File: src/rtl/core/fae_pkg.sv
`timescale 1ns / 1ps

package fae_pkg;

	// Sizing
	localparam int MAX_NAME_BYTES   = 16;
	localparam int MAX_BUFFER_BYTES = 256;
	localparam int POS_W            = 5;
	localparam int NAME_IDX_W       = 4;
	localparam int BSZ_W            = 9;
	localparam int CNT_W            = $clog2(MAX_BUFFER_BYTES);
	localparam int LIM_W            = (CNT_W + 1 > BSZ_W) ? CNT_W + 1 : BSZ_W;
	localparam int CFG_IDX_W        = 2;
	localparam int FIFO_DEPTH       = 4;
	localparam int FIFO_PTR_W       = $clog2(FIFO_DEPTH);

	// Characters with a meaning of their own
	localparam logic [7:0] CH_PLUS  = 8'h2B;
	localparam logic [7:0] CH_PCT   = 8'h25;
	localparam logic [7:0] CH_AMP   = 8'h26;
	localparam logic [7:0] CH_EQ    = 8'h3D;
	localparam logic [7:0] CH_SPACE = 8'h20;

	typedef enum logic [CFG_IDX_W-1:0] {
		CFG_NAME_LO  = 2'd0,
		CFG_NAME_HI  = 2'd1,
		CFG_NAME_LEN = 2'd2,
		CFG_BUF_SIZE = 2'd3
	} cfg_idx_t;

	typedef enum logic [1:0] {
		MODE_KEY   = 2'd0,
		MODE_VALUE = 2'd1,
		MODE_SKIP  = 2'd2,
		MODE_FOUND = 2'd3
	} mode_t;

	typedef enum logic [1:0] {
		ESC_NONE = 2'd0,
		ESC_PCT  = 2'd1,
		ESC_HEX  = 2'd2
	} esc_t;

	typedef struct packed {
		logic [15:0][7:0] name;
		logic [4:0]       key_len;
		logic [BSZ_W-1:0] dst_bytes;
	} cfg_t;

	// Up to three result bytes of one item
	typedef struct packed {
		logic [1:0]      cnt;
		logic [2:0][7:0] b;
	} list_t;

	// One queue entry: all results of one item
	typedef struct packed {
		logic [1:0]      cnt;
		logic [2:0][7:0] b;
		logic            has_char;
		logic            last;
		logic            found;
	} bundle_t;

	typedef struct packed {
		logic       ok;
		logic [3:0] val;
	} hex_t;

	function automatic hex_t hex_decode(logic [7:0] c);
		hex_t r;
		r = '0;
		if (c >= 8'h30 && c <= 8'h39) begin
			r.ok  = 1'b1;
			r.val = 4'(c - 8'h30);
		end else if (c >= 8'h61 && c <= 8'h66) begin
			r.ok  = 1'b1;
			r.val = 4'(c - 8'h57);
		end else if (c >= 8'h41 && c <= 8'h46) begin
			r.ok  = 1'b1;
			r.val = 4'(c - 8'h37);
		end
		return r;
	endfunction

	function automatic list_t list_push(list_t l, logic [7:0] x);
		list_t r;
		r = l;
		if (l.cnt != 2'd3) begin
			r.b[l.cnt] = x;
			r.cnt      = l.cnt + 2'd1;
		end
		return r;
	endfunction

endpackage

File: src/rtl/core/fae_cfg.sv
`timescale 1ns / 1ps

module fae_cfg (
	input  logic                          clk,
	input  logic                          arst_n,
	input  logic                          cfg_valid,
	output logic                          cfg_ready,
	input  logic [fae_pkg::CFG_IDX_W-1:0] cfg_index,
	input  logic [63:0]                   cfg_data,
	output fae_pkg::cfg_t                 cfg
);
	import fae_pkg::*;

	cfg_t cfg_q;

	assign cfg_ready = 1'b1;
	assign cfg           = cfg_q;

	// Write one register per beat
	always_ff @(posedge clk or negedge arst_n) begin
		if (!arst_n) begin
			cfg_q <= '{name: '0, key_len: '0, dst_bytes: BSZ_W'(256)};
		end else if (cfg_valid) begin
			unique case (cfg_idx_t'(cfg_index))
				CFG_NAME_LO:  cfg_q.name[7:0]  <= cfg_data;
				CFG_NAME_HI:  cfg_q.name[15:8] <= cfg_data;
				CFG_NAME_LEN: cfg_q.key_len    <= cfg_data[4:0];
				CFG_BUF_SIZE: cfg_q.dst_bytes  <= cfg_data[BSZ_W-1:0];
				default:      cfg_q            <= cfg_q;
			endcase
		end
	end

endmodule

File: src/rtl/core/fae_front.sv
`timescale 1ns / 1ps

module fae_front (
	input  logic            clk,
	input  logic            arst_n,
	input  fae_pkg::cfg_t   cfg,
	input  logic [7:0]      char_in,
	input  logic            no_char,
	input  logic            end_of_string,
	input  logic            push,
	output logic            full,
	input  logic            fifo_full,
	output logic            fifo_wr,
	output fae_pkg::bundle_t fifo_data
);
	import fae_pkg::*;

	mode_t             mode_q, mode_n;
	logic [POS_W-1:0]  pos_q, pos_n;
	logic              match_q, match_n;
	esc_t              esc_q, esc_n;
	logic [7:0]        held_q, held_n;
	logic [CNT_W-1:0]  emit_q, emit_n;
	logic              started_q, started_n;

	logic              accept, has_byte;
	logic [POS_W-1:0]  len_eff;
	logic              key_done;
	logic [7:0]        name_b;

	list_t             vlist, list;
	esc_t              esc_v;
	logic [7:0]        held_v;
	logic              vend;
	logic              do_plain;
	hex_t              hx, hh;

	logic [LIM_W-1:0]  bs_w, room_w;
	logic [CNT_W-1:0]  limit, room;
	logic [1:0]        n_emit;
	logic              found_n;

	assign full     = fifo_full;
	assign accept   = push && !fifo_full;
	assign has_byte = !no_char;

	// Clamp name length and look up the next expected name byte
	assign len_eff  = (cfg.key_len > POS_W'(MAX_NAME_BYTES)) ?
	                  POS_W'(MAX_NAME_BYTES) : cfg.key_len;
	assign key_done = match_q && (pos_q == len_eff);
	assign name_b   = cfg.name[pos_q[NAME_IDX_W-1:0]];

	// Decode one value byte against the pending escape
	always_comb begin
		vlist    = '0;
		esc_v    = esc_q;
		held_v   = held_q;
		vend     = 1'b0;
		do_plain = 1'b0;
		hx       = hex_decode(char_in);
		hh       = hex_decode(held_q);
		unique case (esc_q)
			ESC_PCT: begin
				if (hx.ok) begin
					held_v = char_in;
					esc_v  = ESC_HEX;
				end else begin
					vlist    = list_push(vlist, CH_PCT);
					esc_v    = ESC_NONE;
					do_plain = 1'b1;
				end
			end
			ESC_HEX: begin
				if (hx.ok) begin
					vlist = list_push(vlist, {hh.val, hx.val});
					esc_v = ESC_NONE;
				end else begin
					vlist    = list_push(vlist, CH_PCT);
					vlist    = list_push(vlist, held_q);
					esc_v    = ESC_NONE;
					do_plain = 1'b1;
				end
			end
			default: do_plain = 1'b1;
		endcase
		if (do_plain) begin
			if (char_in == CH_AMP) begin
				vend = 1'b1;
			end else if (char_in == CH_PCT) begin
				esc_v = ESC_PCT;
			end else begin
				vlist = list_push(vlist, (char_in == CH_PLUS) ? CH_SPACE : char_in);
			end
		end
	end

	// Next parse state for an accepted item
	always_comb begin
		mode_n    = mode_q;
		pos_n     = pos_q;
		match_n   = match_q;
		esc_n     = esc_q;
		held_n    = held_q;
		started_n = started_q;
		if (has_byte) begin
			unique case (mode_q)
				MODE_KEY: begin
					started_n = 1'b1;
					if (char_in == CH_AMP) begin
						if (key_done) begin
							mode_n = MODE_FOUND;
						end else begin
							pos_n     = '0;
							match_n   = 1'b1;
							started_n = 1'b0;
						end
					end else if (char_in == CH_EQ) begin
						mode_n = key_done ? MODE_VALUE : MODE_SKIP;
					end else if (match_q && pos_q < len_eff && char_in == name_b) begin
						pos_n = pos_q + POS_W'(1);
					end else begin
						match_n = 1'b0;
					end
				end
				MODE_SKIP: begin
					if (char_in == CH_AMP) begin
						mode_n    = MODE_KEY;
						pos_n     = '0;
						match_n   = 1'b1;
						started_n = 1'b0;
					end
				end
				MODE_VALUE: begin
					esc_n  = esc_v;
					held_n = held_v;
					if (vend) begin
						mode_n = MODE_FOUND;
					end
				end
				default: mode_n = mode_q;
			endcase
		end
	end

	// Gather result bytes, flush a pending escape at the end, apply the limit
	always_comb begin
		list = '0;
		if (has_byte && mode_q == MODE_VALUE) begin
			list = vlist;
		end
		if (end_of_string && mode_n == MODE_VALUE) begin
			if (esc_n == ESC_PCT) begin
				list = list_push(list, CH_PCT);
			end else if (esc_n == ESC_HEX) begin
				list = list_push(list, CH_PCT);
				list = list_push(list, held_n);
			end
		end
		bs_w = LIM_W'(cfg.dst_bytes);
		if (bs_w == '0) begin
			limit = '0;
		end else if (bs_w > LIM_W'(MAX_BUFFER_BYTES)) begin
			limit = CNT_W'(MAX_BUFFER_BYTES - 1);
		end else begin
			limit = CNT_W'(bs_w - LIM_W'(1));
		end
		room   = limit - emit_q;
		room_w = LIM_W'(room);
		n_emit = (room_w < LIM_W'(list.cnt)) ? room_w[1:0] : list.cnt;
		emit_n = emit_q + CNT_W'(n_emit);
	end

	// Build the queue entry
	always_comb begin
		found_n = (mode_n == MODE_VALUE || mode_n == MODE_FOUND ||
		           (mode_n == MODE_KEY && started_n && match_n && pos_n == len_eff)) &&
		          (cfg.dst_bytes != '0);
		fifo_data          = '0;
		fifo_data.last     = end_of_string;
		fifo_data.found    = found_n;
		if (n_emit != 2'd0) begin
			fifo_data.cnt      = n_emit;
			fifo_data.b        = list.b;
			fifo_data.has_char = 1'b1;
		end else begin
			fifo_data.cnt      = 2'd1;
			fifo_data.has_char = 1'b0;
		end
		fifo_wr = accept && (n_emit != 2'd0 || end_of_string);
	end

	// Advance parse state; drop it back to reset at the end of a string
	always_ff @(posedge clk or negedge arst_n) begin
		if (!arst_n) begin
			mode_q    <= MODE_KEY;
			pos_q     <= '0;
			match_q   <= 1'b1;
			esc_q     <= ESC_NONE;
			held_q    <= '0;
			emit_q    <= '0;
			started_q <= 1'b0;
		end else if (accept) begin
			if (end_of_string) begin
				mode_q    <= MODE_KEY;
				pos_q     <= '0;
				match_q   <= 1'b1;
				esc_q     <= ESC_NONE;
				held_q    <= '0;
				emit_q    <= '0;
				started_q <= 1'b0;
			end else begin
				mode_q    <= mode_n;
				pos_q     <= pos_n;
				match_q   <= match_n;
				esc_q     <= esc_n;
				held_q    <= held_n;
				emit_q    <= emit_n;
				started_q <= started_n;
			end
		end
	end

`ifndef SYNTHESIS
	a_esc_in_value: assert property (@(posedge clk) disable iff (!arst_n)
		esc_q != ESC_NONE |-> mode_q == MODE_VALUE)
		else $error("escape pending outside value");
	a_pos_range: assert property (@(posedge clk) disable iff (!arst_n)
		pos_q <= POS_W'(MAX_NAME_BYTES))
		else $error("key position beyond name");
	a_end_clears: assert property (@(posedge clk) disable iff (!arst_n)
		accept && end_of_string |=> mode_q == MODE_KEY && pos_q == '0 && emit_q == '0)
		else $error("parse state not cleared after string");
`endif

endmodule

File: src/rtl/core/fae_fifo.sv
`timescale 1ns / 1ps

module fae_fifo (
	input  logic             clk,
	input  logic             arst_n,
	input  logic             wr,
	input  fae_pkg::bundle_t wdata,
	output logic             full,
	input  logic             rd,
	output fae_pkg::bundle_t rdata,
	output logic             empty
);
	import fae_pkg::*;

	bundle_t                mem_q [FIFO_DEPTH];
	logic [FIFO_PTR_W-1:0]  wptr_q, rptr_q;
	logic [FIFO_PTR_W:0]    count_q;
	logic                   do_wr, do_rd;

	assign full  = (count_q == (FIFO_PTR_W + 1)'(FIFO_DEPTH));
	assign empty = (count_q == '0);
	assign do_wr = wr && !full;
	assign do_rd = rd && !empty;
	assign rdata = mem_q[rptr_q];

	// Store entries
	always_ff @(posedge clk) begin
		if (do_wr) begin
			mem_q[wptr_q] <= wdata;
		end
	end

	// Advance pointers and fill count
	always_ff @(posedge clk or negedge arst_n) begin
		if (!arst_n) begin
			wptr_q  <= '0;
			rptr_q  <= '0;
			count_q <= '0;
		end else begin
			if (do_wr) begin
				wptr_q <= (wptr_q == FIFO_PTR_W'(FIFO_DEPTH - 1)) ? '0 :
				          wptr_q + FIFO_PTR_W'(1);
			end
			if (do_rd) begin
				rptr_q <= (rptr_q == FIFO_PTR_W'(FIFO_DEPTH - 1)) ? '0 :
				          rptr_q + FIFO_PTR_W'(1);
			end
			if (do_wr && !do_rd) begin
				count_q <= count_q + (FIFO_PTR_W + 1)'(1);
			end else if (do_rd && !do_wr) begin
				count_q <= count_q - (FIFO_PTR_W + 1)'(1);
			end
		end
	end

endmodule

File: src/rtl/core/fae_back.sv
`timescale 1ns / 1ps

module fae_back (
	input  logic             clk,
	input  logic             arst_n,
	input  logic             fifo_empty,
	input  fae_pkg::bundle_t fifo_data,
	output logic             fifo_rd,
	output logic             empty,
	input  logic             pop,
	output logic [7:0]       decoded_char,
	output logic             has_char,
	output logic             found,
	output logic             done_res
);
	import fae_pkg::*;

	bundle_t    cur_q;
	logic       valid_q;
	logic [1:0] idx_q;
	logic       last_beat, adv;

	assign last_beat = (idx_q == cur_q.cnt - 2'd1);
	assign adv       = !valid_q || (pop && last_beat);
	assign fifo_rd   = adv && !fifo_empty;

	// Present the current result of the held entry
	assign empty        = !valid_q;
	assign has_char     = cur_q.has_char;
	assign decoded_char = cur_q.has_char ? cur_q.b[idx_q] : 8'h00;
	assign done_res     = cur_q.last && last_beat;
	assign found        = cur_q.last && last_beat && cur_q.found;

	// Load the next entry when none is held, or once the last beat of this one goes out
	always_ff @(posedge clk) begin
		if (fifo_rd) begin
			cur_q <= fifo_data;
		end
	end

	always_ff @(posedge clk or negedge arst_n) begin
		if (!arst_n) begin
			valid_q <= 1'b0;
			idx_q   <= '0;
		end else begin
			if (adv) begin
				valid_q <= !fifo_empty;
			end
			if (fifo_rd) begin
				idx_q <= '0;
			end else if (pop && valid_q && !last_beat) begin
				idx_q <= idx_q + 2'd1;
			end
		end
	end

`ifndef SYNTHESIS
	a_idx_range: assert property (@(posedge clk) disable iff (!arst_n)
		valid_q |-> idx_q < cur_q.cnt)
		else $error("result index beyond entry");
	a_rd_nonempty: assert property (@(posedge clk) disable iff (!arst_n)
		fifo_rd |-> !fifo_empty)
		else $error("read from empty queue");
	a_hold_stall: assert property (@(posedge clk) disable iff (!arst_n)
		valid_q && !pop |=> valid_q && $stable(idx_q))
		else $error("result moved while stalled");
`endif

endmodule

File: src/rtl/core/form_argument_extract_decode_top.sv
`timescale 1ns / 1ps

// Form argument extractor with percent decoding.
// Input side is a queue push port: present char_in, no_char and end_of_string
// with push; a beat is taken on a clock edge with push high and full low.
// Results come out of a queue pop port: while empty is low the oldest result
// sits on decoded_char, has_char, found and done_res; pop takes it.
// Configuration is a valid/ready write channel (cfg_index, cfg_data), always
// ready; write it only while no string is in flight.
// The front parses one byte per cycle while full is low, so input runs at one
// beat per cycle. Each byte yields zero to three results, kept as one entry in
// a four-deep queue; the back hands them out one per cycle while pop is high,
// so the pop side limits rate when escapes flush several bytes at once. The
// back registers each entry before it shows. If pop stays low the queue fills
// and full rises; nothing is dropped.
// Reset clears parse state, empties the queue, and sets name_length to 0 and
// buffer_size to 256.
module form_argument_extract_decode_top (
	input  logic                          clk,
	input  logic                          arst_n,
	input  logic                          push,
	output logic                          full,
	input  logic [7:0]                    char_in,
	input  logic                          no_char,
	input  logic                          end_of_string,
	output logic                          empty,
	input  logic                          pop,
	output logic [7:0]                    decoded_char,
	output logic                          has_char,
	output logic                          found,
	output logic                          done_res,
	input  logic                          cfg_valid,
	output logic                          cfg_ready,
	input  logic [fae_pkg::CFG_IDX_W-1:0] cfg_index,
	input  logic [63:0]                   cfg_data
);
	import fae_pkg::*;

	cfg_t    cfg;
	logic    fifo_full, fifo_wr, fifo_rd, fifo_empty;
	bundle_t fifo_wdata, fifo_rdata;

	fae_cfg u_cfg (
		.clk       (clk),
		.arst_n    (arst_n),
		.cfg_valid (cfg_valid),
		.cfg_ready (cfg_ready),
		.cfg_index (cfg_index),
		.cfg_data  (cfg_data),
		.cfg       (cfg)
	);

	fae_front u_front (
		.clk           (clk),
		.arst_n        (arst_n),
		.cfg           (cfg),
		.char_in       (char_in),
		.no_char       (no_char),
		.end_of_string (end_of_string),
		.push          (push),
		.full          (full),
		.fifo_full     (fifo_full),
		.fifo_wr       (fifo_wr),
		.fifo_data     (fifo_wdata)
	);

	fae_fifo u_fifo (
		.clk    (clk),
		.arst_n (arst_n),
		.wr     (fifo_wr),
		.wdata  (fifo_wdata),
		.full   (fifo_full),
		.rd     (fifo_rd),
		.rdata  (fifo_rdata),
		.empty  (fifo_empty)
	);

	fae_back u_back (
		.clk          (clk),
		.arst_n       (arst_n),
		.fifo_empty   (fifo_empty),
		.fifo_data    (fifo_rdata),
		.fifo_rd      (fifo_rd),
		.empty        (empty),
		.pop          (pop),
		.decoded_char (decoded_char),
		.has_char     (has_char),
		.found        (found),
		.done_res     (done_res)
	);

endmodule

File: config.mk
export PLATFORM = sky130hd
export DESIGN_NAME = form_argument_extract_decode_top
export DESIGN_NICKNAME = d
export VERILOG_FILES = /design/src/rtl/core/fae_pkg.sv /design/src/rtl/core/fae_cfg.sv /design/src/rtl/core/fae_front.sv /design/src/rtl/core/fae_fifo.sv /design/src/rtl/core/fae_back.sv /design/src/rtl/core/form_argument_extract_decode_top.sv
export SDC_FILE = /design/constraint.sdc
export NUM_CORES = 1
export LEC_CHECK = 0
export ABC_AREA = 1
export BUFFER_PORTS_ARGS = -buffer_cell sky130_fd_sc_hd__buf_2
export CORE_ASPECT_RATIO = 0.6
export CORE_UTILIZATION = 52
export DETAILED_ROUTE_END_ITERATION = 8
export PLACE_DENSITY = 0.71
export REMOVE_ABC_BUFFERS = 1
export SETUP_SLACK_MARGIN = 0.3
export SLEW_MARGIN = 20
export SYNTH_ARGS = -nofsm -noshare
export SYNTH_HDL_FRONTEND = slang
export SYNTH_SLANG_ARGS = --single-unit
File: constraint.sdc
create_clock -name clk -period 4.85 [get_ports clk]
set_input_delay 0.97 -clock clk [delete_from_list [all_inputs] [get_ports clk]]
set_output_delay 0.97 -clock clk [all_outputs]
set_load 0.005 [all_outputs]
-- After elaboration in Yosys (flattened, before gate mapping)
Memories as Yosys holds them, arrays and structs flattened. A register that Yosys moved wholly into a read port is not among the register bits.
Cells that the tools add are included.
- divide/modulo/power cells: 0
- $add $sub $neg: 20
- muxes and demuxes: 108
- $lt $le $gt $ge: 26
- reduce and logical (&&, ||, !) cells: 56
- eq/ne operators: 26
- bitwise operators: 3
- shift-type cells: 0
- multiply operators: 0
- operator list (operator ; number):
    $mux W26 ; 15
    $mux W8 ; 18
    $bwmux W24 ; 3
    $demux W8 S2 ; 4
    $mux W5 ; 11
    $pmux W26 S2 ; 1
    $mux W2 ; 23
    $bmux W8 S4 ; 1
    $eq A8 B6 Y1 const B ; 4
    $ge A8 B7 Y1 const B ; 4
    $le A8 B7 Y1 const B ; 4
    $logic_and A1 B1 Y1 ; 31
    $mux W25 ; 1
    $mux W24 ; 1
    $mux W1 ; 19
    $bmux W8 S2 ; 1
    $eq A2 B2 Y1 const B ; 8
    $ge A8 B6 Y1 const B ; 2
    $le A8 B6 Y1 const B ; 2
    $sub A4 B3 Y4 const B ; 4
    $and A15 B15 Y15 ; 1
    $lt A2 B3 Y1 const B ; 5
    $not A15 Y15 ; 1
    $add A2 B1 Y2 const B ; 7
    36 further kinds ; 68
- word-level logic and storage cells: 270
- bits in read-only memories: 0
- memories kept: 1
- bits in latches: 0
- bits in writable memories: 116
- bits of input ports: 81
- register bits: 179
- output and inout bits: 14
- memories (memory ; words ; width ; rd ports ; clocked after Yosys merged registers in ; write ports ; line ; source):
    u_fifo.mem_q ; 4 ; 29 ; 1 ; 1 ; 1 ; fae_fifo.sv:15 ; bundle_t mem_q [FIFO_DEPTH];

-- Longest topological paths before layout
Gate-level depths: netlist of the first run.
- word-level depth: 54
- mapped depth: 36
- mapped depth without buffers: 36

-- Hierarchy
Synthesis of the first run repeated with hierarchy kept, for this count alone.
- cell total of the unflattened synthesis: 2146
- area, all modules: 17932.2 um^2
- modules (own cells, without submodules) (module ; area each (um^2) ; cells each ; sequential area each (um^2) ; times used):
    fae_cfg ; 5820.6 ; 629 ; 3554.7 ; 1
    fae_front ; 5635.4 ; 1011 ; 676.9 ; 1
    fae_fifo ; 5144.9 ; 399 ; 3658.5 ; 1
    fae_back ; 1331.3 ; 107 ; 945.9 ; 1

-- Least setup slack after synthesis of the first run
Ideal clock, no wire load.
- path kind: input port to flip-flop
- from: input port char_in[0]
- to: memory u_fifo.mem_q[3][0] (netlist name), enable pin
- arrival: 5.028 ns
- setup slack: -0.593 ns
- setup time: 0.415 ns
- cell stages on the path: 28
- path buffers: 0
- data required time: 4.435 ns
- path through: clkinv_1 > ha_1 > a21oi_1 > nand2_1 > nand3_1 > nand2_4 > nand2_2 > inv_2 > nand2_1 > nand2_1 > nand2_1 > nand3_1 > nand2_1 > inv_1 > nor2_1 > o22ai_1 > ha_1 > nor3_1 > nand4_1 > nor2_1 > nand2_1 > nor2_1 > nand2_1 > nand2_1 > nand2_4 > nand3_1 > nand2_2 > nor2_1
- word-level cells in the longest chain between the ends: 31
- elaborated cells between the ends (all ways): 66
- classes of those cells: 3 x add/sub; 7 x order compare; 9 x eq/ne; 39 x mux; 8 x reduce/logical
- RTL lines (element ; line ; source):
    start: declaration ; form_argument_extract_decode_top.sv:23 ; input logic [7:0] char_in,
    $ge A8 B7 Y1 or $le A8 B7 Y1 (tied branches) ; fae_pkg.sv:79 ; end else if (c >= 8'h41 && c <= 8'h46) begin
    $logic_and A1 B1 Y1 ; fae_pkg.sv:79 ;
    $mux W5 ; fae_pkg.sv:79 ;
    $mux W5 ; fae_pkg.sv:76 ; end else if (c >= 8'h61 && c <= 8'h66) begin
    $mux W5 ; fae_pkg.sv:73 ; if (c >= 8'h30 && c <= 8'h39) begin
    $mux W26 or $mux W25 (tied branches) ; fae_front.sv:74, fae_front.sv:64 ;
    $pmux W26 S2 ; fae_front.sv:62 ; unique case (esc_q)
    $add A2 B1 Y2 or $ne A2 B2 Y1 (tied branches) ; fae_pkg.sv:91, fae_pkg.sv:89 ;
    (+15 left out) ; - ;
    $lt A8 B2 Y1 ; fae_front.sv:169 ; n_emit = (room_w < LIM_W'(list.cnt)) ? room_w[1:0] : list.cnt;
    $mux W2 (*) ; fae_front.sv:169 ;
    $reduce_bool A2 Y1 (*) ; fae_front.sv:189 ; fifo_wr = accept && (n_emit != 2'd0 || end_of_string);
    $logic_or A1 B1 Y1 (*) ; fae_front.sv:189 ;
    $logic_and A1 B1 Y1 (*) ; fae_front.sv:189 ;
    $logic_and A1 B1 Y1 (*) ; fae_fifo.sv:22 ; assign do_wr = wr && !full;
    $mux W1 (*) ; fae_fifo.sv:28 ; if (do_wr) begin
    $mux W1 (implied by the code) (*) ; fae_fifo.sv:29 ; mem_q[wptr_q] <= wdata;
    end: declaration ; fae_fifo.sv:15 ;
Every way passes the cells marked *; elsewhere a longest branch is shown, timed or not. The select of a mux whose other input is x is not followed.

-- Final worst setup path of the first run
- from: register u_cfg.cfg_q, in the netlist u_cfg.cfg[9]
- to: register u_front.emit_q[6]
- word-level cells in the longest chain between the ends: 16
- elaborated cells between the ends (all ways): 17
- classes of those cells: 1 x add/sub; 2 x order compare; 2 x eq/ne; 10 x mux; 2 x reduce/logical
- RTL lines (element ; line ; source):
    start: declaration ; fae_cfg.sv:14 ; cfg_t cfg_q;
    start signal: assignment ; fae_cfg.sv:22 ; cfg_q <= '{name: '0, key_len: '0, dst_bytes: BSZ_W'(256)};
    start signal: assignment ; fae_cfg.sv:29 ; default: cfg_q <= cfg_q;
    $gt A5 B5 Y1 ; fae_front.sv:48 ; assign len_eff = (cfg.key_len > POS_W'(MAX_NAME_BYTES)) ?
    $mux W5 (*) ; fae_front.sv:48 ;
    $eq A5 B5 Y1 (*) ; fae_front.sv:50 ; assign key_done = match_q && (pos_q == len_eff);
    $logic_and A1 B1 Y1 (*) ; fae_front.sv:50 ;
    $mux W2 ; fae_front.sv:118 ; mode_n = key_done ? MODE_VALUE : MODE_SKIP;
    $mux W2 ; fae_front.sv:117 ; end else if (char_in == CH_EQ) begin
    $mux W2 (*) ; fae_front.sv:109 ; if (char_in == CH_AMP) begin
    $pmux W2 S3 (*) ; fae_front.sv:106 ; unique case (mode_q)
    $mux W2 (*) ; fae_front.sv:105 ; if (has_byte) begin
    $eq A2 B1 Y1 (*) ; fae_front.sv:151 ; if (end_of_string && mode_n == MODE_VALUE) begin
    $logic_and A1 B1 Y1 (*) ; fae_front.sv:151 ;
    $mux W26 (*) ; fae_front.sv:151 ;
    $lt A8 B2 Y1 ; fae_front.sv:169 ;
    $mux W2 (*) ; fae_front.sv:169 ;
    $add A8 B2 Y8 (*) ; fae_front.sv:170 ; emit_n = emit_q + CNT_W'(n_emit);
    $mux W8 (*) ; fae_front.sv:203 ; if (end_of_string) begin
    end signal: assignment ; fae_front.sv:217 ; emit_q <= emit_n;
    end: declaration ; fae_front.sv:23 ; logic [CNT_W-1:0] emit_q, emit_n;
Every way passes the cells marked *; elsewhere a longest branch is shown, timed or not.
A chain may end at the register's enable or synchronous reset.

==> results of run 1 <==
[per-stage QoR]
stage                     area (sq um)  cells
after floorplan                  16230   1911
after global placement           18180   2535
after detailed placement         18180   2535
after CTS                        19490   2608
after global routing             20220   2636
final                            20220   2636
[final timing paths]
check | from | endpoint | cells after the start
max | u_cfg.cfg[9] | u_front.emit_q[6] | 35
min | arst_n | u_cfg.cfg[111] | 1
max reg2reg | u_cfg.cfg[9] | u_front.emit_q[6] | 35
min reg2reg | u_cfg.cfg[119] | u_cfg.cfg[119] | 2
max in group asynchronous | arst_n | u_cfg.cfg[61] | 2
min in group clk | u_cfg.cfg[119] | u_cfg.cfg[119] | 2
[cells in the mapped netlist (all sizes together)]
cell     instances  area share, %
nor4             3           0.11
nor3            20           0.76
or3              1          0.038
a32oi            1          0.053
o21bai           1          0.045
nor2           187            4.4
inv            272            6.2
a41oi            2           0.11
or2              5           0.19
o31ai            3           0.14
nand4            4           0.15
nand3          111            3.4
a21boi           1          0.045
o22ai           46            1.7
a22oi            2          0.091
xor2             9           0.48
a21oi           56            1.8
fa               3           0.36
nand3b           5           0.23
clkbuf          68            1.5
conb             1          0.023
a31oi            6           0.23
clkinv           3          0.068
buf             12           0.42
o21a             2          0.091
mux2             1          0.068
ha              34            2.6
o2111ai          1          0.053
o21ai          286            8.8
edfxtp         145             26
a22o             2           0.11
dfrtp          177             27
dfstp            2           0.32
o211ai           7           0.32
nand2          504             12
xnor2            5           0.26
nor3b            1          0.045
a211oi           1          0.045
and3             1          0.038
[area by class of cell]
cell class	instances	area share [%]
repair buffers	248	9.284
well taps	416	2.575
multi-input cells	1312	34.08
clock buffers	39	4.308
diodes	3	0.03714
flip-flops and latches	324	43.71
inverters	275	5.193
clock inverters	19	0.8108
[power by group through the flow]
stage                     sequential [uW]  combinational [uW]  clock (uW)
after floorplan                      3710                1250           0
after global placement               3700                2020           0
after detailed placement             3710                2070           0
after CTS                            3670                2160        2530
after global routing                 3730                2600        2630
final                                3680                2320        2490
[worst reg2reg max path, delay by kind of cell, from the launching register on]
| family | cells | cell delay (ns) |
|---|---|---|
| AND/OR/NAND/NOR | 20 | 2.03 |
| adder cells (fa/ha/maj) | 3 | 0.85 |
| AO/OA/AOI/OAI | 6 | 0.84 |
| buffers and inverters | 6 | 0.63 |
| flip-flops | 1 | 0.39 |
[kinds of logic after synthesis]
logic type	Yosys count	synth area share [%]
AO/OA/AOI/OAI	417	13.57
XOR/XNOR	14	0.7406
adder cells (fa/ha/maj)	37	2.932
AND/OR/NAND/NOR	842	21.09
other	1	0.02265
multiplexers	1	0.06801
buffers and inverters	355	8.207
flip-flops	324	53.37
[what timing repair did]
| item | CTS | global route |
|---|---|---|
| gates cloned | 0 | 8 |
| hold buffers | 0 | 0 |
| pin swaps | 14 | 14 |
| gates resized for setup | 47 | 102 |
| setup buffers | 15 | 17 |
| setup endpoints to repair | 145 | 223 |
[per-layer routing]
layer | vias up | routed length (microns) | share of wire, % | GRT usage, %
met5 | - | 0 | 0 | 0
met1 | 6797 | 22260 | 47 | 45.81
met4 | 0 | 637 | 1.4 | 4.848
li1 | 6915 | - | - | -
met2 | 589 | 18890 | 40 | 38.91
met3 | 53 | 5214 | 11 | 7.227
[sequential cells by signal (all words and copies together) (netlist names)]
name	count
u_front.mode_q	2
u_fifo.mem_q	116
u_front.started_q	1
u_back.cur_q	28
u_cfg.cfg	142
u_front.pos_q	5
u_fifo.count_q	3
u_front.held_q	8
u_fifo.rptr_q	2
u_back.valid_q	1
u_back.idx_q	2
u_fifo.wptr_q	2
u_back.has_char	1
u_front.emit_q	8
u_front.esc_q	2
u_front.match_q	1
[placed cells by master, fill, tap and decap left out, types with 5 or more instances in the layout]
cell and n:
sky130_fd_sc_hd__nor3_4 5, sky130_fd_sc_hd__nor2_2 11, sky130_fd_sc_hd__ha_1 26, sky130_fd_sc_hd__inv_1 246, sky130_fd_sc_hd__o21ai_2 5, sky130_fd_sc_hd__nor2_1 156
sky130_fd_sc_hd__nand3b_1 5, sky130_fd_sc_hd__nand2_4 6, sky130_fd_sc_hd__dfrtp_1 176, sky130_fd_sc_hd__nor3_1 10, sky130_fd_sc_hd__o211ai_1 7, sky130_fd_sc_hd__o21ai_1 9
sky130_fd_sc_hd__buf_2 92, sky130_fd_sc_hd__nand3_1 105, sky130_fd_sc_hd__nand2_1 485, sky130_fd_sc_hd__o22ai_1 45, sky130_fd_sc_hd__a31oi_1 5, sky130_fd_sc_hd__inv_2 23
sky130_fd_sc_hd__nor3_2 5, sky130_fd_sc_hd__clkbuf_16 37, sky130_fd_sc_hd__nand2_2 12, sky130_fd_sc_hd__a21oi_4 9, sky130_fd_sc_hd__o21ai_0 271, sky130_fd_sc_hd__clkinv_1 6
sky130_fd_sc_hd__xnor2_1 5, sky130_fd_sc_hd__buf_12 9, sky130_fd_sc_hd__a21oi_2 5, sky130_fd_sc_hd__a21oi_1 42, sky130_fd_sc_hd__buf_4 132, sky130_fd_sc_hd__nor2_4 20
sky130_fd_sc_hd__buf_6 8, sky130_fd_sc_hd__edfxtp_1 145, sky130_fd_sc_hd__xor2_1 9
==> results, run 1 <==
- The run finished with clean final reports.
- Total power for the finished layout comes to 8491 uW.
- The placeable core region is 31,220 sq um.
- The number of nets still failing antenna checks after routing is 0.
- The via count of the first global-routing pass was 13,230.
- Internal power comes to 5659 uW.
- Hold is met by 0.4082 ns.
- Static timing analysis puts the maximum clock frequency at 209.1 MHz.
- After layout, the worst path uses 98.62% of the clock period.
- The initial utilization of the core area, before any placement, comes to 53.03%.
- During I/O placement, the number of pins put on the boundary was 95.
- VDD sags by at most 272.2 uV.
- The critical path contains buffers and inverters numbering 6 combined.
- STA puts the critical path data required time at 5.39 ns.
- The tool flagged a number of max-cap violations equal to 0.
- Setup repair after global routing could not meet its margin everywhere.
- The number of antenna violations at the first check in global routing is 3.
- The TritonCTS sink count is 324.
- The combined area of the multi-input logic cells is 6889 sq um.
- Setup violations remaining at the end of the flow were counted as 0.
- For this block, the routed nets add up to 47.00 mm of wire.
- In this run the core area contains 50 standard-cell rows.
- The setup slack on the worst flop-to-flop path is 0.07 ns.
- The final-report max-slew violation count was 0.
- The slowest cell on the critical path is sky130_fd_sc_hd__dfrtp_1.
- The type of origin of the critical path is a flip-flop.
- In this run, CTS created clock tree buffers numbering 31.
- From left edge to right edge, the die measures 232.4 microns.
- The count of different cell masters after synthesis is 55.
- The path type of the worst min-delay path is primary input to asynchronous set/reset pin.
- The count of routing violations after the opening detailed-route iteration is 1,377.
- The worst-case headroom to the max-slew limit is 30.35%.
- Measured on the finished design, the core utilization comes to 64.76%.
- The delay of the slowest cell on the worst path is 0.39 ns.
- The first global-routing pass estimated 72.68 mm of wire.
- Clock latency on the worst-skew pair, taken at its later pin, is 0.61 ns.
- The chip height is 140.2 microns.
- In the final design database the tool counted 2,310 nets.
- The buffer depth of the longest clock path is 3.
- During placement, the flow inserted port buffers numbering 93.
- The fraction of layout cells with a size suffix above 1 is 19.67%.
- For this design the static power due to leakage is 0.009223 uW.
- Fill cells in the final layout number 2,646.
- Summing over every cut layer, the via total after detailed routing is 14,350.
- The power density of the placed cells is 420.0 nW/um^2.
- The highest net fanout along the worst path is 4.
- The average detailed-routed wire length per instance is 17.83 microns.
- Detailed placement finished with a half-perimeter wire length of 31.68 mm.
- At the pin with the least slew margin, the transition time is 1.044 ns.
- The global-route usage over all layers is 28.63%.
- The maximum number of pins on one net before global-route repair is 80.
- The setup slack at placement is -0.4678 ns.
- The clock period minus worst slack is 4.783 ns.
- Relative to the synthesized area, the layout overhead comes to 22.11%.
- The area of all sequential standard cells is 8837 sq um.
- CTS built an H-tree with a depth of 1.
- The first detailed-routing pass ran for 6 iterations.
- Yosys printed 0 warnings.
- The sequential fraction of design power is 43.3%.
- Net switching is 33.35% of the power.
- The average footprint of a synthesized cell is 8.315 sq um.
- The sequential element share of the synthesized area is 53.37%.
- The root buffer cell chosen for the clock tree is sky130_fd_sc_hd__clkbuf_16.
- The area of the die is 32,580 sq um.
- The CTS tree is done.
- The portion of total power attributed to the clock network is 29.3%.
- The total overflow left after global routing is 0.
- The final-report hold violation count came to 0.
- Summed over all failing endpoints, the final setup total negative slack is 0 ns.
- Synthesis produced 1,991 cells.
- The type of the worst setup path is flip-flop to flip-flop.
- At the end of routability-driven placement, the weighted congestion stood at 1.034.
- STA classifies the critical path endpoint as a flip-flop.
- Of the total power, combinational logic draws 27.3%.
- In this run the power spent charging and discharging nets is 2831 uW.
- The register bit count reported by yosys is 324.
- The per-cell via count in the routed design is 5.445.
- STA puts the critical path data arrival time at 5.32 ns.
- The post-route worst setup slack is 0.06716 ns.
- The clock-pin slew reported for the worst setup and hold paths after clock tree synthesis is 0.07 ns.
- The clock arrives with 0.03319 ns of skew.
- The family of cells with the greatest summed delay on the critical path is simple AND/OR/NAND/NOR gates.
- After detailed routing, the number of remaining DRC violations is 0.
- The post-synthesis instance area is 16,560 sq um.
Note: power is estimated with default switching activity, not from simulation.
==> run 2, diff against run 1 <==
Settings changed: RECOVER_POWER set to 50.
==> results, run 2 (synthesis results as in run 1) <==
- Run status: finished, violations left (was finished clean).
- The final reports fail on capacitance limit, slew limit.
- The CTS root buffer is sky130_fd_sc_hd__clkbuf_16 (unchanged).
- The type of the worst setup path was flip-flop to flip-flop (unchanged).
- The worst hold slack is 0.4814 ns (was 0.4082 ns).
- The top achievable clock speed is 208.3 MHz (was 209.1 MHz).
- The final clock period utilization by the worst path is 98.98% (was 98.62%).
- The count of routing violations after the opening detailed-route iteration is 1,394 (was 1,377).
- The number of hold buffers added after cts is 0 (unchanged).
- The worst-case headroom to the max-slew limit is -145.5% (was 30.35%).
- Most frequent cells in the layout: sky130_fd_sc_hd__nand2_1, sky130_fd_sc_hd__o21ai_0, sky130_fd_sc_hd__inv_1 (unchanged).
- The delay of the slowest cell on the worst path is 0.39 ns (about the same).
- The data arrival time at the worst-slack endpoint came to 5.28 ns (was 5.32 ns).
- The highest net fanout along the worst path is 4 (unchanged).
- The total clock buffers created by CTS came to 31 (unchanged).
- The largest clock skew in the final design is 0.03289 ns (was 0.03319 ns).
- The maximum number of pins on one net before global-route repair was 80 (unchanged).
- The source-to-sink clock delay at the later pin of the worst-skew pair is 0.61 ns (about the same).
- The remaining design rule violation count is 0 (unchanged).
- The path type of the worst min-delay path is flip-flop to flip-flop (was primary input to asynchronous set/reset pin).
- The initial core utilization came to 53.03% (unchanged).
- The buffer depth of the longest clock path is 3 (unchanged).
- The slowest cell on the critical path was sky130_fd_sc_hd__dfrtp_1 (unchanged).
- The type of element capturing the critical path is a flip-flop (unchanged).
- The buffer and inverter count on the worst path is 6 (unchanged).
- The worst IR drop on VDD was 274.3 uV (was 272.2 uV).
- The number of max-cap violations was 3 (was 0).
- The leftover overflow at the end of global routing was 0 (unchanged).
- The via total after detailed routing is 14,280 (was 14,350).
- The I/O pin total is 95 (unchanged).
- The global-route wire length before repair came to 72.68 mm (unchanged).
- The number of antenna violations at the first check in global routing is 3 (unchanged).
- The number of flip-flops under the largest register name is 142 (unchanged).
- The placed wire-length estimate after detailed placement came to 31.68 mm (unchanged).
- The chip height is 140.2 microns (unchanged).
- The area growth from synthesis to final layout is 21.80% (was 22.11%).
- The fraction of layout cells with a size suffix above 1 was 19.22% (was 19.67%).
- The final-stage net count was 2,310 (unchanged).
- The number of search-and-repair iterations in the first detailed-routing pass is 6 (unchanged).
- The clock period minus worst slack was 4.801 ns (was 4.783 ns).
- The per-cell via count in the routed design is 5.418 (was 5.445).
- The average detailed-routed wire length per instance came to 17.84 microns (was 17.83 microns).
- The setup slack at placement is -0.4678 ns (unchanged).
- The cell area after placement is 18,180 sq um (unchanged).
- Unrepaired setup endpoints after global routing: true (unchanged).
- The static leakage power is 0.009194 uW (was 0.009223 uW).
- The power density of the placed cells is 421.0 nW/um^2 (was 420.0 nW/um^2).
- The number of core rows is 50 (unchanged).
- The final-report max-slew violation count was 199 (was 0).
- The placer congestion estimate was 1.034 (unchanged).
- The number of H-tree branching levels is 1 (unchanged).
- The via count of the first global-routing pass is 13,230 (unchanged).
- The overall routed net length is 47.02 mm (was 47.00 mm).
- The family of cells with the greatest summed delay on the critical path is simple AND/OR/NAND/NOR gates (unchanged).
- The type of origin of the critical path is a flip-flop (unchanged).
- The most common library cell in the layout ignoring fill and taps is sky130_fd_sc_hd__nand2_1 (unchanged).
- The final design area excluding fillers came to 20,170 sq um (was 20,220 sq um).
- The pin slew with the least headroom to its limit is 3.683 ns (was 1.044 ns).
- The number of nets still failing antenna checks after routing is 0 (unchanged).
- The CTS tree was done (unchanged).
- The critical path data required time is 5.33 ns (was 5.39 ns).
- The horizontal die dimension came to 232.4 microns (unchanged).
- The total power consumption of the routed design is 8490 uW (was 8491 uW).
- The post-route worst setup slack came to 0.04934 ns (was 0.06716 ns).
- The total of endpoints with negative setup slack in the final report came to 0 (unchanged).
- The global-route usage over all layers is 28.63% (unchanged).
- The clock-pin slew reported for the worst setup and hold paths after clock tree synthesis is 0.07 ns (about the same).
- The number of buffers added on ports is 93 (unchanged).
- The placeable core region is 31,220 sq um (unchanged).
- The TritonCTS sink count came to 324 (unchanged).
- The area of the die is 32,580 sq um (unchanged).
- The final-report hold violation count is 0 (unchanged).
run 2: changes by cell type in the layout (fill, tap and decap cells not counted), sizes merged:
cell | previous run | this run
buf | 243 | 233
clkbuf | 44 | 53
clkdlybuf4s15 | 0 | 1
run 2: routing by layer:
layer	part of all wire [%]	track usage, %
met1	48	45.81
met2	40	38.91
met3	11	7.227
met4	1.2	4.848
met5	0	0
run 2: worst paths after layout:
path                                 from                 to  slack (ns)  depth (start not counted)
setup / recovery             u_cfg.cfg[9]  u_front.emit_q[7]        0.05                         34
hold / removal             u_cfg.cfg[119]     u_cfg.cfg[119]        0.48                          2
setup reg to reg             u_cfg.cfg[9]  u_front.emit_q[7]        0.05                         34
hold reg to reg            u_cfg.cfg[119]     u_cfg.cfg[119]        0.48                          2
max in group asynchronous          arst_n   u_front.pos_q[0]        0.74                          1
min in group asynchronous          arst_n     u_cfg.cfg[111]        1.72                          1
run 2: stage by stage:
step | instances | TNS, ns | utilization (%)
after floorplan | 1911 | -194.73 | -
after global placement | 2535 | -0.9060 | 58.22
after detailed placement | 2535 | -4.217 | 58.22
after CTS | 2608 | 0 | 62.45
after global routing | 2636 | -1.202 | 64.60
final | 2636 | 0 | 64.60
run 2: where the power goes:
| part | switching (uW) | internal [uW] |
|---|---|---|
| clock network | 1110 | 1380 |
| registers | 248 | 3430 |
| logic | 1470 | 843 |
| total | 2830 | 5660 |
run 2: worst register-to-register path: cells and delay by family (launching register included):
kind                     cells  cell delay, ns
AND/OR/NAND/NOR             18            2.14
AO/OA/AOI/OAI                7            0.88
adder cells (fa/ha/maj)      3            0.73
buffers and inverters        6            0.54
flip-flops                   1            0.39
run 2: area by class of cell:
type,count,area [sq um]
Clock buffer,39,870.8
Multi-Input combinational cell,1312,6864
Clock inverter,19,163.9
Antenna cell,3,7.507
Inverter,275,1050
Fill cell,2656,11050
Tap cell,416,520.5
Sequential cell,324,8837
Timing Repair Buffer,248,1852
run 2: what timing repair did:
item | CTS | global route
gates resized for setup | 47 | 102
pin swaps | 14 | 14
endpoints found under the hold margin | 0 | 0
buffers inserted | 15 | 17
setup endpoints to repair | 145 | 223
cloned | 0 | 8
==> run 3, diff against run 2 <==
Settings changed: CTS_BUF_LIST set to sky130_fd_sc_hd__clkbuf_8.
==> results, run 3 (synthesis results as in run 1) <==
- The highest net fanout along the worst path is 3 (was 4).
- The clock period minus worst slack came to 4.779 ns (was 4.801 ns).
- The total of endpoints with negative setup slack in the final report is 0 (unchanged).
- The path type of the worst min-delay path is flip-flop to flip-flop (unchanged).
- The number of max-cap violations came to 4 (was 3).
- The fraction of layout cells with a size suffix above 1 is 19.12% (was 19.22%).
- The worst hold slack is 0.4819 ns (was 0.4814 ns).
- The pin slew with the least headroom to its limit is 3.650 ns (was 3.683 ns).
- The I/O pin total was 95 (unchanged).
- The clock-pin slew reported for the worst setup and hold paths after clock tree synthesis came to 0.06 ns (was 0.07 ns).
- The data arrival time at the worst-slack endpoint came to 5.30 ns (was 5.28 ns).
- Failing checks: capacitance limit, slew limit (unchanged).
- The final-report hold violation count was 0 (unchanged).
- The per-cell via count in the routed design is 5.407 (was 5.418).
- The final clock period utilization by the worst path is 98.53% (was 98.98%).
- The post-layout instance count excluding filler cells is 2,663 (was 2,636).
- The static leakage power is 0.009224 uW (was 0.009194 uW).
- The TritonCTS sink count was 324 (unchanged).
- The via total after detailed routing was 14,400 (was 14,280).
- The layout filler cell count is 2,690 (was 2,656).
- The CTS tree is done (unchanged).
- Run status: finished, violations left (unchanged).
- The chip height is 140.2 microns (unchanged).
- The number of buffers added on ports is 93 (unchanged).
- The placer congestion estimate is 1.034 (unchanged).
- The horizontal die dimension is 232.4 microns (unchanged).
- The buffer depth of the longest clock path came to 3 (unchanged).
- The maximum number of pins on one net before global-route repair is 80 (unchanged).
- The count of routing violations after the opening detailed-route iteration was 1,389 (was 1,394).
- The remaining design rule violation count is 0 (unchanged).
- The startpoint of the most critical register-to-register path is u_cfg.cfg[0] (was u_cfg.cfg[9]).
- The type of element capturing the critical path was a flip-flop (unchanged).
- The overall routed net length is 47.64 mm (was 47.02 mm).
- The most common library cell in the layout ignoring fill and taps is sky130_fd_sc_hd__nand2_1 (unchanged).
- The leftover overflow at the end of global routing was 0 (unchanged).
- The final-report max-slew violation count is 261 (was 199).
- The number of nets still failing antenna checks after routing is 0 (unchanged).
- The largest clock skew in the final design is 0.03548 ns (was 0.03289 ns).
- The placed wire-length estimate after detailed placement is 31.68 mm (unchanged).
- The source-to-sink clock delay at the later pin of the worst-skew pair came to 0.61 ns (about the same).
- The critical path data required time is 5.37 ns (was 5.33 ns).
- The number of core rows is 50 (unchanged).
- The number of antenna violations at the first check in global routing was 2 (was 3).
- Most frequent cells in the layout: sky130_fd_sc_hd__nand2_1, sky130_fd_sc_hd__o21ai_0, sky130_fd_sc_hd__inv_1 (unchanged).
- The area of the die came to 32,580 sq um (unchanged).
- The launch point of the worst path is u_cfg.cfg[0] (was u_cfg.cfg[9]).
- The area growth from synthesis to final layout is 20.91% (was 21.80%).
- The setup slack at placement is -0.4678 ns (unchanged).
- The total instance count after detailed placement is 2,535 (unchanged).
- The number of hold buffers added after cts came to 0 (unchanged).
- The top achievable clock speed is 209.3 MHz (was 208.3 MHz).
- The initial core utilization was 53.03% (unchanged).
- The post-route worst setup slack was 0.07119 ns (was 0.04934 ns).
- The global-route wire length before repair came to 72.95 mm (was 72.68 mm).
- The type of the worst setup path is flip-flop to flip-flop (unchanged).
- The type of origin of the critical path is a flip-flop (unchanged).
- The number of flip-flops under the largest register name is 142 (unchanged).
- The final-stage net count is 2,322 (was 2,310).
- The number of search-and-repair iterations in the first detailed-routing pass is 6 (unchanged).
- The global-route usage over all layers is 28.79% (was 28.63%).
- The slowest cell on the critical path is sky130_fd_sc_hd__dfrtp_1 (unchanged).
- The placeable core region is 31,220 sq um (unchanged).
- The delay of the slowest cell on the worst path came to 0.39 ns (about the same).
- The critical hold path startpoint was u_cfg.cfg[72] (was u_cfg.cfg[119]).
- The worst IR drop on VDD is 293.4 uV (was 274.3 uV).
- The via count of the first global-routing pass is 13,350 (was 13,230).
- The number of H-tree branching levels is 2 (was 1).
- The power density of the placed cells is 413.1 nW/um^2 (was 421.0 nW/um^2).
- Unrepaired setup endpoints after global routing: true (unchanged).
- The worst-case headroom to the max-slew limit came to -143.3% (was -145.5%).
- The total clock buffers created by CTS is 50 (was 31).
- The CTS root buffer is sky130_fd_sc_hd__clkbuf_8 (was sky130_fd_sc_hd__clkbuf_16).
- The average detailed-routed wire length per instance came to 17.89 microns (was 17.84 microns).
==> run 3: cell count changes in the layout (fill, tap and decap cells not counted), sizes merged <==
cell	previous run	this run
clkinvlp	6	2
clkinv	13	18
bufinv	2	1
clkbuf	53	73
inv	273	288
buf	233	225
==> run 3: through the flow <==
stage,cell area (sq um),power [uW],setup TNS [ns],util [%]
after global placement,18180,5720,-0.9060,58.22
after floorplan,16230,4956,-194.73,-
after global routing,20020,8731,-1.372,64.12
final,20020,8269,0,64.12
after detailed placement,18180,5786,-4.217,58.22
after CTS,19440,8135,0,62.26
==> run 3: final cells by class <==
class,count,area [sq um],area share (%)
Timing Repair Buffer,241,1803,9.007
Inverter,275,1047,5.232
Antenna cell,3,7.507,0.03750
Clock inverter,34,176.4,0.8813
Sequential cell,324,8837,44.15
Clock buffer,58,798.3,3.988
Multi-Input combinational cell,1312,6828,34.11
Tap cell,416,520.5,2.600
==> run 3: layer usage <==
metal,vias to the layer above,global-route usage (%),share of wire (%)
met3,50,7.716,11
li1,6946,-,-
met4,0,5.886,1.2
met5,-,0,0
met1,6819,45.59,48
met2,585,38.86,39
==> run 3: final timing paths <==
kind	end	slack, ns	cells after the start
min in group asynchronous	u_cfg.cfg[111]	1.72	1
min	u_cfg.cfg[72]	0.48	2
max in group asynchronous	u_front.pos_q[0]	0.76	1
max	u_front.emit_q[6]	0.07	32
min reg2reg	u_cfg.cfg[72]	0.48	2
max reg2reg	u_front.emit_q[6]	0.07	32
==> run 3: report_power, final <==
| part | total, uW | switching (uW) | leakage [uW] | internal, uW |
|---|---|---|---|---|
| Sequential | 3680 | 250 | 0.00362 | 3430 |
| Clock | 2270 | 1120 | 0.000565 | 1150 |
| Combinational | 2320 | 1480 | 0.00503 | 842 |
==> run 3: what timing repair did <==
| item | 4_1_cts | 5_1_grt |
|---|---|---|
| cloned | 0 | 8 |
| gates resized for setup | 47 | 80 |
| buffers inserted | 15 | 10 |
| endpoints found under the setup margin | 145 | 228 |
| endpoints found under the hold margin | 0 | 0 |
| pin swaps | 16 | 20 |
==> run 3: worst max-delay path: cells and delay by family, from the launching register on <==
family	cells	cell delay, ns
simple gates	17	2.07
flops	1	0.39
compound gates	4	0.60
buf+inv	5	0.34
xor+xnor	1	0.10
fa+ha+maj	5	1.18
